--- src/hw/rtl/es_pkg.sv ---
package es_pkg;

  // Fixed field widths of one record.
  localparam int KEY_W = 32;
  localparam int TAG_W = 16;

  // Default batch capacity.
  localparam int MAX_RECORDS_DEF = 64;

  // Commands from the sequencer to the datapath.
  typedef struct packed {
    logic mem_we;   // write the record store
    logic wr_cur;   // write data is the held record, not the input word
    logic cur_ld;   // load the held record from the read register
    logic out_ld;   // load the output register from the read register
  } es_cmd_t;

  // Status from the datapath to the sequencer.
  typedef struct packed {
    logic key_less; // held key is below the key just read (signed)
  } es_sts_t;

endpackage

--- src/hw/rtl/es_if.sv ---
// Input channel: one record per word.
interface es_in_if;
  import es_pkg::*;

  logic                    valid;
  logic                    ready;
  logic signed [KEY_W-1:0] key;
  logic [TAG_W-1:0]        tag;
  logic                    last;

  modport source (output valid, key, tag, last, input ready);
  modport sink   (input valid, key, tag, last, output ready);
endinterface

// Result channel: one sorted record per word.
interface es_out_if;
  import es_pkg::*;

  logic                    valid;
  logic                    ready;
  logic signed [KEY_W-1:0] key_out;
  logic [TAG_W-1:0]        tag_out;
  logic                    last_out;
  logic                    dropped;

  modport source (output valid, key_out, tag_out, last_out, dropped, input ready);
  modport sink   (input valid, key_out, tag_out, last_out, dropped, output ready);
endinterface

--- src/hw/rtl/exchange_sort_int_keys_core.sv ---
// Batch exchange sorter for records of a signed 32-bit key and a 16-bit tag. Words are
// taken one per cycle into an on-chip store of MAX_RECORDS entries until a word with last
// set arrives; words beyond capacity are dropped and every result of that batch then
// carries dropped. The batch is sorted in ascending signed key order by an exchange sort
// (for each i, for each j below i, swap when key i is below key j), so equal keys end in
// a fixed, repeatable order. The store has one write and one read port, and the sort
// does one compare-and-swap per cycle. Sorted records then leave one at a time: each
// is read into the output register and held until the sink takes it, and only then is
// the next one read; the last one carries last_out. No input is taken from the last
// word of a batch until the last sorted word has been delivered.
module exchange_sort_int_keys_core #(
  parameter int MAX_RECORDS = es_pkg::MAX_RECORDS_DEF
) (
  input logic      clk,
  input logic      rst_n,
  es_in_if.sink    in_ch,
  es_out_if.source out_ch
);
  import es_pkg::*;

  localparam int AW = (MAX_RECORDS > 1) ? $clog2(MAX_RECORDS) : 1;

  es_cmd_t       cmd;
  es_sts_t       sts;
  logic [AW-1:0] waddr;
  logic [AW-1:0] raddr;

  // Sequencer.
  es_ctrl #(.MAX_RECORDS(MAX_RECORDS)) u_ctrl (
    .clk         (clk),
    .rst_n       (rst_n),
    .in_valid    (in_ch.valid),
    .in_last     (in_ch.last),
    .in_ready    (in_ch.ready),
    .out_valid   (out_ch.valid),
    .out_ready   (out_ch.ready),
    .out_last    (out_ch.last_out),
    .out_dropped (out_ch.dropped),
    .cmd         (cmd),
    .waddr       (waddr),
    .raddr       (raddr),
    .sts         (sts)
  );

  // Record store, held record and output register.
  es_dp #(.MAX_RECORDS(MAX_RECORDS)) u_dp (
    .clk     (clk),
    .cmd     (cmd),
    .waddr   (waddr),
    .raddr   (raddr),
    .in_key  (in_ch.key),
    .in_tag  (in_ch.tag),
    .out_key (out_ch.key_out),
    .out_tag (out_ch.tag_out),
    .sts     (sts)
  );

endmodule

--- src/hw/rtl/es_dp.sv ---
module es_dp #(
  parameter int MAX_RECORDS = es_pkg::MAX_RECORDS_DEF,
  localparam int AW = (MAX_RECORDS > 1) ? $clog2(MAX_RECORDS) : 1
) (
  input  logic                           clk,
  input  es_pkg::es_cmd_t                cmd,
  input  logic [AW-1:0]                  waddr,
  input  logic [AW-1:0]                  raddr,
  input  logic signed [es_pkg::KEY_W-1:0] in_key,
  input  logic [es_pkg::TAG_W-1:0]       in_tag,
  output logic signed [es_pkg::KEY_W-1:0] out_key,
  output logic [es_pkg::TAG_W-1:0]       out_tag,
  output es_pkg::es_sts_t                sts
);
  import es_pkg::*;

  logic signed [KEY_W-1:0] key_mem [MAX_RECORDS];
  logic [TAG_W-1:0]        tag_mem [MAX_RECORDS];

  logic signed [KEY_W-1:0] rd_key_r;
  logic [TAG_W-1:0]        rd_tag_r;
  logic signed [KEY_W-1:0] cur_key_r;
  logic [TAG_W-1:0]        cur_tag_r;
  logic signed [KEY_W-1:0] out_key_r;
  logic [TAG_W-1:0]        out_tag_r;
  logic signed [KEY_W-1:0] wr_key;
  logic [TAG_W-1:0]        wr_tag;

  // Write data is either the arriving word or the held record.
  assign wr_key = cmd.wr_cur ? cur_key_r : in_key;
  assign wr_tag = cmd.wr_cur ? cur_tag_r : in_tag;

  // Record store: one write port, one registered read port.
  always_ff @(posedge clk) begin
    if (cmd.mem_we) begin
      key_mem[waddr] <= wr_key;
      tag_mem[waddr] <= wr_tag;
    end
    rd_key_r <= key_mem[raddr];
    rd_tag_r <= tag_mem[raddr];
  end

  // Held record i; on a swap it takes the record that was at j.
  always_ff @(posedge clk) begin
    if (cmd.cur_ld) begin
      cur_key_r <= rd_key_r;
      cur_tag_r <= rd_tag_r;
    end
  end

  // Output register.
  always_ff @(posedge clk) begin
    if (cmd.out_ld) begin
      out_key_r <= rd_key_r;
      out_tag_r <= rd_tag_r;
    end
  end

  assign out_key      = out_key_r;
  assign out_tag      = out_tag_r;
  assign sts.key_less = cur_key_r < rd_key_r;

endmodule

--- src/hw/rtl/es_ctrl.sv ---
module es_ctrl #(
  parameter int MAX_RECORDS = es_pkg::MAX_RECORDS_DEF,
  localparam int AW = (MAX_RECORDS > 1) ? $clog2(MAX_RECORDS) : 1,
  localparam int CW = $clog2(MAX_RECORDS + 1)
) (
  input  logic            clk,
  input  logic            rst_n,
  input  logic            in_valid,
  input  logic            in_last,
  output logic            in_ready,
  output logic            out_valid,
  input  logic            out_ready,
  output logic            out_last,
  output logic            out_dropped,
  output es_pkg::es_cmd_t cmd,
  output logic [AW-1:0]   waddr,
  output logic [AW-1:0]   raddr,
  input  es_pkg::es_sts_t sts
);
  import es_pkg::*;

  localparam logic [2:0] S_LOAD = 3'd0;
  localparam logic [2:0] S_RDI  = 3'd1;
  localparam logic [2:0] S_LDI  = 3'd2;
  localparam logic [2:0] S_CMP  = 3'd3;
  localparam logic [2:0] S_WRI  = 3'd4;
  localparam logic [2:0] S_ERD  = 3'd5;
  localparam logic [2:0] S_ELD  = 3'd6;
  localparam logic [2:0] S_EOUT = 3'd7;

  localparam logic [CW-1:0] CAP = CW'(MAX_RECORDS);
  localparam logic [CW-1:0] ONE = CW'(1);

  logic [2:0]    state_r, state_nxt;
  logic [CW-1:0] fill_r, fill_nxt;
  logic          ovf_r, ovf_nxt;
  logic [CW-1:0] i_r, i_nxt;
  logic [AW-1:0] j_r, j_nxt;
  logic [AW-1:0] k_r, k_nxt;
  logic          ovalid_r, ovalid_nxt;
  logic          olast_r, olast_nxt;
  logic          odrop_r, odrop_nxt;

  // Sequencer: load, exchange sort over the store, then drain in order.
  always_comb begin
    state_nxt  = state_r;
    fill_nxt   = fill_r;
    ovf_nxt    = ovf_r;
    i_nxt      = i_r;
    j_nxt      = j_r;
    k_nxt      = k_r;
    ovalid_nxt = ovalid_r;
    olast_nxt  = olast_r;
    odrop_nxt  = odrop_r;
    cmd        = '0;
    waddr      = fill_r[AW-1:0];
    raddr      = '0;
    in_ready   = 1'b0;

    unique case (state_r)
      S_LOAD: begin
        in_ready = 1'b1;
        if (in_valid) begin
          if (fill_r < CAP) begin
            cmd.mem_we = 1'b1;
            fill_nxt   = fill_r + ONE;
          end else begin
            ovf_nxt = 1'b1;
          end
          if (in_last) begin
            i_nxt     = ONE;
            state_nxt = S_RDI;
          end
        end
      end
      S_RDI: begin
        if (i_r >= fill_r) begin
          k_nxt     = '0;
          state_nxt = S_ERD;
        end else begin
          raddr     = i_r[AW-1:0];
          state_nxt = S_LDI;
        end
      end
      S_LDI: begin
        cmd.cur_ld = 1'b1;
        raddr      = '0;
        j_nxt      = '0;
        state_nxt  = S_CMP;
      end
      S_CMP: begin
        // Swap: store the held record at j and hold the old record j.
        if (sts.key_less) begin
          cmd.mem_we = 1'b1;
          cmd.wr_cur = 1'b1;
          cmd.cur_ld = 1'b1;
          waddr      = j_r;
        end
        if (CW'(j_r) + ONE < i_r) begin
          raddr = j_r + AW'(1);
          j_nxt = j_r + AW'(1);
        end else begin
          state_nxt = S_WRI;
        end
      end
      S_WRI: begin
        cmd.mem_we = 1'b1;
        cmd.wr_cur = 1'b1;
        waddr      = i_r[AW-1:0];
        i_nxt      = i_r + ONE;
        state_nxt  = S_RDI;
      end
      S_ERD: begin
        raddr     = k_r;
        state_nxt = S_ELD;
      end
      S_ELD: begin
        cmd.out_ld = 1'b1;
        ovalid_nxt = 1'b1;
        olast_nxt  = (CW'(k_r) + ONE == fill_r);
        odrop_nxt  = ovf_r;
        state_nxt  = S_EOUT;
      end
      S_EOUT: begin
        if (out_ready) begin
          ovalid_nxt = 1'b0;
          if (olast_r) begin
            fill_nxt  = '0;
            ovf_nxt   = 1'b0;
            state_nxt = S_LOAD;
          end else begin
            k_nxt     = k_r + AW'(1);
            state_nxt = S_ERD;
          end
        end
      end
      default: begin
        state_nxt = S_LOAD;
      end
    endcase
  end

  // Control registers.
  always_ff @(posedge clk) begin
    if (!rst_n) begin
      state_r  <= S_LOAD;
      fill_r   <= '0;
      ovf_r    <= 1'b0;
      i_r      <= '0;
      j_r      <= '0;
      k_r      <= '0;
      ovalid_r <= 1'b0;
      olast_r  <= 1'b0;
      odrop_r  <= 1'b0;
    end else begin
      state_r  <= state_nxt;
      fill_r   <= fill_nxt;
      ovf_r    <= ovf_nxt;
      i_r      <= i_nxt;
      j_r      <= j_nxt;
      k_r      <= k_nxt;
      ovalid_r <= ovalid_nxt;
      olast_r  <= olast_nxt;
      odrop_r  <= odrop_nxt;
    end
  end

  assign out_valid   = ovalid_r;
  assign out_last    = olast_r;
  assign out_dropped = odrop_r;

  // The fill count never passes the capacity.
  a_fill_cap: assert property (@(posedge clk) disable iff (!rst_n) fill_r <= CAP)
    else $error("fill count above capacity");

  // The inner index stays below the outer index while comparing.
  a_j_below_i: assert property (@(posedge clk) disable iff (!rst_n)
    state_r == S_CMP |-> CW'(j_r) < i_r)
    else $error("inner index not below outer index");

  // Taking the last word of a batch empties the store and reopens loading.
  a_batch_end: assert property (@(posedge clk) disable iff (!rst_n)
    out_valid && out_ready && out_last |=> fill_r == '0 && !ovf_r && state_r == S_LOAD)
    else $error("batch not cleared after last word");

  // Taking a word that is not last steps to the next stored position.
  a_drain_step: assert property (@(posedge clk) disable iff (!rst_n)
    out_valid && out_ready && !out_last |=> k_r == $past(k_r) + AW'(1))
    else $error("drain index did not advance");

  // Input is taken only while no result is pending.
  a_no_overlap: assert property (@(posedge clk) disable iff (!rst_n)
    !(in_ready && ovalid_r))
    else $error("input taken while a result is pending");

endmodule

--- src/flat_wrapper.sv ---
// flat-port wrapper written by rule: the top's interface ports become plain ports
module exchange_sort_int_keys_core_flat import es_pkg::*;
#(
  parameter int MAX_RECORDS = es_pkg::MAX_RECORDS_DEF
)
  (clk, rst_n, in_ch_valid, in_ch_key, in_ch_tag, in_ch_last, in_ch_ready, out_ch_valid, out_ch_key_out, out_ch_tag_out, out_ch_last_out, out_ch_dropped, out_ch_ready);
  es_in_if in_ch_i ();
  es_out_if out_ch_i ();
  input logic clk;
  input logic rst_n;
  input wire logic [$bits(in_ch_i.valid)-1:0] in_ch_valid;
  input wire logic [$bits(in_ch_i.key)-1:0] in_ch_key;
  input wire logic [$bits(in_ch_i.tag)-1:0] in_ch_tag;
  input wire logic [$bits(in_ch_i.last)-1:0] in_ch_last;
  output wire logic [$bits(in_ch_i.ready)-1:0] in_ch_ready;
  output wire logic [$bits(out_ch_i.valid)-1:0] out_ch_valid;
  output wire logic [$bits(out_ch_i.key_out)-1:0] out_ch_key_out;
  output wire logic [$bits(out_ch_i.tag_out)-1:0] out_ch_tag_out;
  output wire logic [$bits(out_ch_i.last_out)-1:0] out_ch_last_out;
  output wire logic [$bits(out_ch_i.dropped)-1:0] out_ch_dropped;
  input wire logic [$bits(out_ch_i.ready)-1:0] out_ch_ready;
  assign in_ch_i.valid = in_ch_valid;
  assign in_ch_i.key = in_ch_key;
  assign in_ch_i.tag = in_ch_tag;
  assign in_ch_i.last = in_ch_last;
  assign in_ch_ready = in_ch_i.ready;
  assign out_ch_valid = out_ch_i.valid;
  assign out_ch_key_out = out_ch_i.key_out;
  assign out_ch_tag_out = out_ch_i.tag_out;
  assign out_ch_last_out = out_ch_i.last_out;
  assign out_ch_dropped = out_ch_i.dropped;
  assign out_ch_i.ready = out_ch_ready;
  exchange_sort_int_keys_core #(.MAX_RECORDS(MAX_RECORDS)) u_core (.clk(clk), .rst_n(rst_n), .in_ch(in_ch_i), .out_ch(out_ch_i));
endmodule
--- config.mk ---
export PLATFORM = sky130hd
export DESIGN_NAME = exchange_sort_int_keys_core_flat
export DESIGN_NICKNAME = d
export VERILOG_FILES = /design/src/hw/rtl/es_pkg.sv /design/src/hw/rtl/es_if.sv /design/src/hw/rtl/exchange_sort_int_keys_core.sv /design/src/hw/rtl/es_dp.sv /design/src/hw/rtl/es_ctrl.sv /design/src/flat_wrapper.sv
export SDC_FILE = /design/constraint.sdc
export NUM_CORES = 2
export LEC_CHECK = 0
export BUFFER_PORTS_ARGS = -buffer_cell sky130_fd_sc_hd__buf_2
export CAP_MARGIN = 20
export CORE_UTILIZATION = 60
export CTS_BUF_LIST = sky130_fd_sc_hd__clkbuf_4
export DETAILED_ROUTE_END_ITERATION = 12
export PLACE_DENSITY_LB_ADDON = 0.15
export SETUP_SLACK_MARGIN = 0.1
export SYNTH_ARGS = -nofsm -noshare
export SYNTH_HDL_FRONTEND = slang
export SYNTH_SLANG_ARGS = --single-unit
--- constraint.sdc ---
create_clock -name clk -period 9.5 [get_ports clk]
set_clock_uncertainty 0.2 [all_clocks]
set_input_delay 0.95 -clock clk [delete_from_list [all_inputs] [get_ports clk]]
set_output_delay 0.95 -clock clk [all_outputs]
set_load 0.01 [all_outputs]
==> results_dict.tcl <==
set metrics [dict create \
    clkSinkCount 3249 \
    io_buffers 104 \
    hold_viol_final 0 \
    reg2reg_depth 13 \
    drt_iter0_drc 12470 \
    fp.dieArea_um2 212300 \
    drc 0 \
    synth-edff-count 3168 \
    place_congestion 0.8821 \
    cap_violations 0 \
    initial_core_util_pct 60.31 \
    area_delta_synth_final_pct 12.44 \
    synthSimpleGateAreaFrac_pct 5.958 \
    synth_mux_area_share_pct 8.129 \
    avgViaCountPerCell 6.694 \
    layout.nets 8625 \
    die_h_um 460.7 \
    antenna_found_initial 20 \
    critPathLaunchType "flip-flop" \
    synth.distinct_cells 88 \
    outcome "complete, no violations" \
    netlist_area_um2 126300 \
    ys_ff_latch 3249 \
    worstPathArrival_ps 8440 \
    core-area_um2 209400 \
    gr-usage-all-layers_pct 37.88 \
    slew-limit-headroom_pct 15.05 \
    die_w_um 460.7 \
    final_core_util_pct 67.81 \
    grt_pass1_wl_um 556700 \
    max_clock_freq_mhz 132.6 \
    cts_buffer_depth 4 \
    dp_cells 10470 \
    cts_made_buffers 796 \
    gr-total-overflow 0 \
    r2r-end "u_core.u_dp.key_mem[18][16]" \
    final_antenna_net_count 0 \
    synth_top_family_by_area "multiplexers" \
    clkSlewWorstSetupHoldPaths_ps 70 \
    crit_end "u_core.u_dp.key_mem[18][16]" \
    wirelength_um 403100 \
    p_per_area_nw_per_um2 198.6 \
    ys_warn_count 0 \
    maxSlewViolCount 0 \
    r2r_start "u_core.u_dp.rd_key_r[29]" \
    h-tree-depth 6 \
    instances_no_fill 11920 \
    tns_ps 0 \
    p_comb_share_pct 2.6 \
    num_rows 168 \
    tightest_slew_ps 1274 \
    place_area_um2 131200 \
    setup_viol 0 \
    cp_max_fo 24 \
    synth_compound_area_share_pct 6.805 \
    intPower_mw 22.06 \
    worst-setup-path-type "flip-flop to flip-flop" \
    ir_worst_vdd_mv 0.1671 \
    endpoint_kind "flip-flop" \
    synthAdderAreaFrac_pct 0.4757 \
    grt_max_degree 144 \
    clockPowerShare_pct 40.7 \
    clk_latency_ps 1560 \
    power.switching_mw 6.132 \
    final_area_um2 142000 \
    finalCritPeriodShare_pct 79.41 \
    synth_nets 7851 \
    wire_per_inst_um 33.81 \
    crit_start "u_core.u_dp.rd_key_r[29]" \
    async_reset_ff_share_pct 0 \
    cts-root-buf "clkbuf_4" \
    power.share.switching_pct 21.75 \
    drtPass1Iterations 8 \
    via_count 79810 \
    p_leak_nw 50.94 \
    pwr-share-seq_pct 56.7 \
    cts_tree "yes" \
    drive_above_1_share_pct 21.81 \
    syn_avg_cell_area_um2 16.29 \
    grt_pass1_vias 75870 \
    num_io_pins 105 \
    rsz0062_at_grt "no" \
    period_needed_ps 7544 \
    post_cts_buffers 0 \
    place_hpwl_um 210900 \
    power_mw 28.19 \
    yosysSeqAreaShare_pct 76.63 \
    synth_xor_xnor_area_share_pct 0.1387 \
    synth_ff_type "edfxtp_1" \
    regToRegSetupSlack_ps 1960 \
    crit_required_ps 10400 \
    synth_cells 7750 \
    hp-class "input pin to flip-flop" \
]
==> through the flow <==
| step | hold WS, ps | setup slack [ps] |
|---|---|---|
| after floorplan | 203.7 | 2793 |
| after global placement | 260.8 | 2650 |
| after detailed placement | 260.0 | 2601 |
| after CTS | 1.579 | 2582 |
| after global routing | 37.31 | 2095 |
| final | 63.17 | 1956 |
==> registers in the layout (all words and copies together), names as in the netlist <==
name,count
u_core.u_dp.key_mem,2048
u_core.u_dp.tag_mem,1024
u_core.u_dp.cur_key_r,32
u_core.u_dp.out_key,32
u_core.u_dp.rd_key_r,32
u_core.u_dp.cur_tag_r,16
u_core.u_dp.out_tag,16
u_core.u_dp.rd_tag_r,16
u_core.u_ctrl.fill_r,7
u_core.u_ctrl.i_r,7
u_core.u_ctrl.j_r,6
u_core.u_ctrl.k_r,6
u_core.u_ctrl.state_r,3
u_core.u_ctrl.out_dropped,1
u_core.u_ctrl.out_last,1
u_core.u_ctrl.out_valid,1
u_core.u_ctrl.ovf_r,1
==> cell type report <==
cell class,count,area [µm²]
antenna,14,35.03
clock buffer,1206,9054
clock inverter,170,918.4
fill,14250,67390
inverter,51,191.4
multi-input combinational,3988,27830
sequential,3249,96750
tap,2805,3510
timing repair buffer,438,3680
==> cells in the mapped netlist (7+ instances only) <==
cell | n | area share, %
a221oi_1 | 17 | 0.12
dfxtp_1 | 81 | 1.3
a21o_1 | 13 | 0.077
xnor2_1 | 17 | 0.12
or3_1 | 13 | 0.064
nand2b_1 | 12 | 0.059
buf_1 | 36 | 0.11
nor2b_1 | 17 | 0.084
a211oi_1 | 18 | 0.11
o221a_2 | 11 | 0.098
a32oi_1 | 7 | 0.049
nor2_1 | 54 | 0.16
nand2_1 | 1350 | 4.0
o211ai_1 | 7 | 0.042
a2bb2oi_1 | 7 | 0.049
a221o_1 | 8 | 0.063
clkbuf_1 | 232 | 0.69
and2_1 | 14 | 0.069
edfxtp_1 | 3168 | 75
nor4_1 | 130 | 0.64
o21ai_1 | 16 | 0.063
o22a_1 | 38 | 0.26
a21oi_1 | 628 | 2.5
mux2i_1 | 581 | 4.6
inv_1 | 51 | 0.15
a2111oi_0 | 102 | 0.71
o22ai_1 | 239 | 1.2
buf_2 | 133 | 0.53
o221ai_1 | 54 | 0.37
nand4_1 | 19 | 0.094
o21ai_0 | 75 | 0.30
nand3_1 | 39 | 0.15
nor3_1 | 111 | 0.44
mux4_2 | 196 | 3.5
buf_6 | 8 | 0.071
o41ai_1 | 26 | 0.18
ha_1 | 48 | 0.48
a22oi_1 | 9 | 0.054
buf_4 | 53 | 0.32
a31oi_1 | 9 | 0.045
==> logic make-up after synthesis <==
kind of cell / after synthesis
xor+xnor: 20
simple gates: 1787
mux: 780
flops: 3249
compound gates: 1353
buf+inv: 513
fa+ha+maj: 48
==> how the worst min path moves through the flow <==
stage | depth (start not counted) | slack (ps) | end | start
2_1_floorplan | 0 | 200 | u_core.u_dp.cur_tag_r[0] | u_core.u_dp.rd_tag_r[0]
6_report | 4 | 60 | u_core.u_dp.tag_mem[28][2] | in_ch_tag[2]
3_5_place_dp | 0 | 260 | u_core.u_dp.cur_key_r[19] | u_core.u_dp.rd_key_r[19]
5_1_grt | 4 | 40 | u_core.u_dp.key_mem[28][9] | in_ch_key[9]
3_3_place_gp | 2 | 260 | u_core.u_ctrl.ovf_r | u_core.u_ctrl.ovf_r
4_1_cts | 4 | 2 | u_core.u_dp.key_mem[36][4] | in_ch_key[4]
==> power by group through the flow <==
stage               clock (mW)  combinational, mW  sequential, mW
floorplan                    0              0.368            16.2
global placement             0              0.650            16.3
detailed placement           0              0.676            16.3
CTS                       11.6              0.687            16.0
global route              12.3              0.769            16.0
finish                    11.5              0.731            16.0
==> placed cells by master, fill, tap and decap left out, drive strengths merged, types with 17 or more instances in the layout <==
master          n
edfxtp       3168
nand2        1352
clkbuf       1207
a21oi         631
mux2i         581
buf           392
o22ai         239
mux4          196
clkinv        144
nor4          130
nor3          112
a2111oi       102
o21ai          92
dfxtp          81
inv            66
nor2           56
o221ai         54
ha             48
dlygate4sd3    44
nand3          41
o22a           38
o41ai          26
a221oi         23
a211oi         20
nand4          19
nor2b          17
xnor2          17
==> metal layers <==
metal | wire [µm] | up-vias | track usage, %
li1 | - | 32400 | -
met1 | 141100 | 39740 | 50.97
met2 | 181300 | 6508 | 56.90
met3 | 58710 | 1139 | 11.10
met4 | 21870 | 16 | 18.62
met5 | 115 | - | 0
==> timing repair <==
action / 4_1_cts / 5_1_grt
hold endpoints to repair: 1120 / 136
hold buffers: 32 / 12
resized for setup: 0 / 0
endpoints found under the setup margin: 0 / 0
==> worst max-delay path: stages (launching register included) <==
cell	delay, ps
dfxtp_1	710
inv_1	100
ha_1	330
a21o_1	220
a311oi_1	890
o221ai_1	610
and2_1	360
a31oi_4	280
a21oi_4	260
a221oi_2	750
nand3_1	470
nor3_2	490
buf_4	640
buf_4	740
No activity file was read; power rests on OpenSTA's default activity.
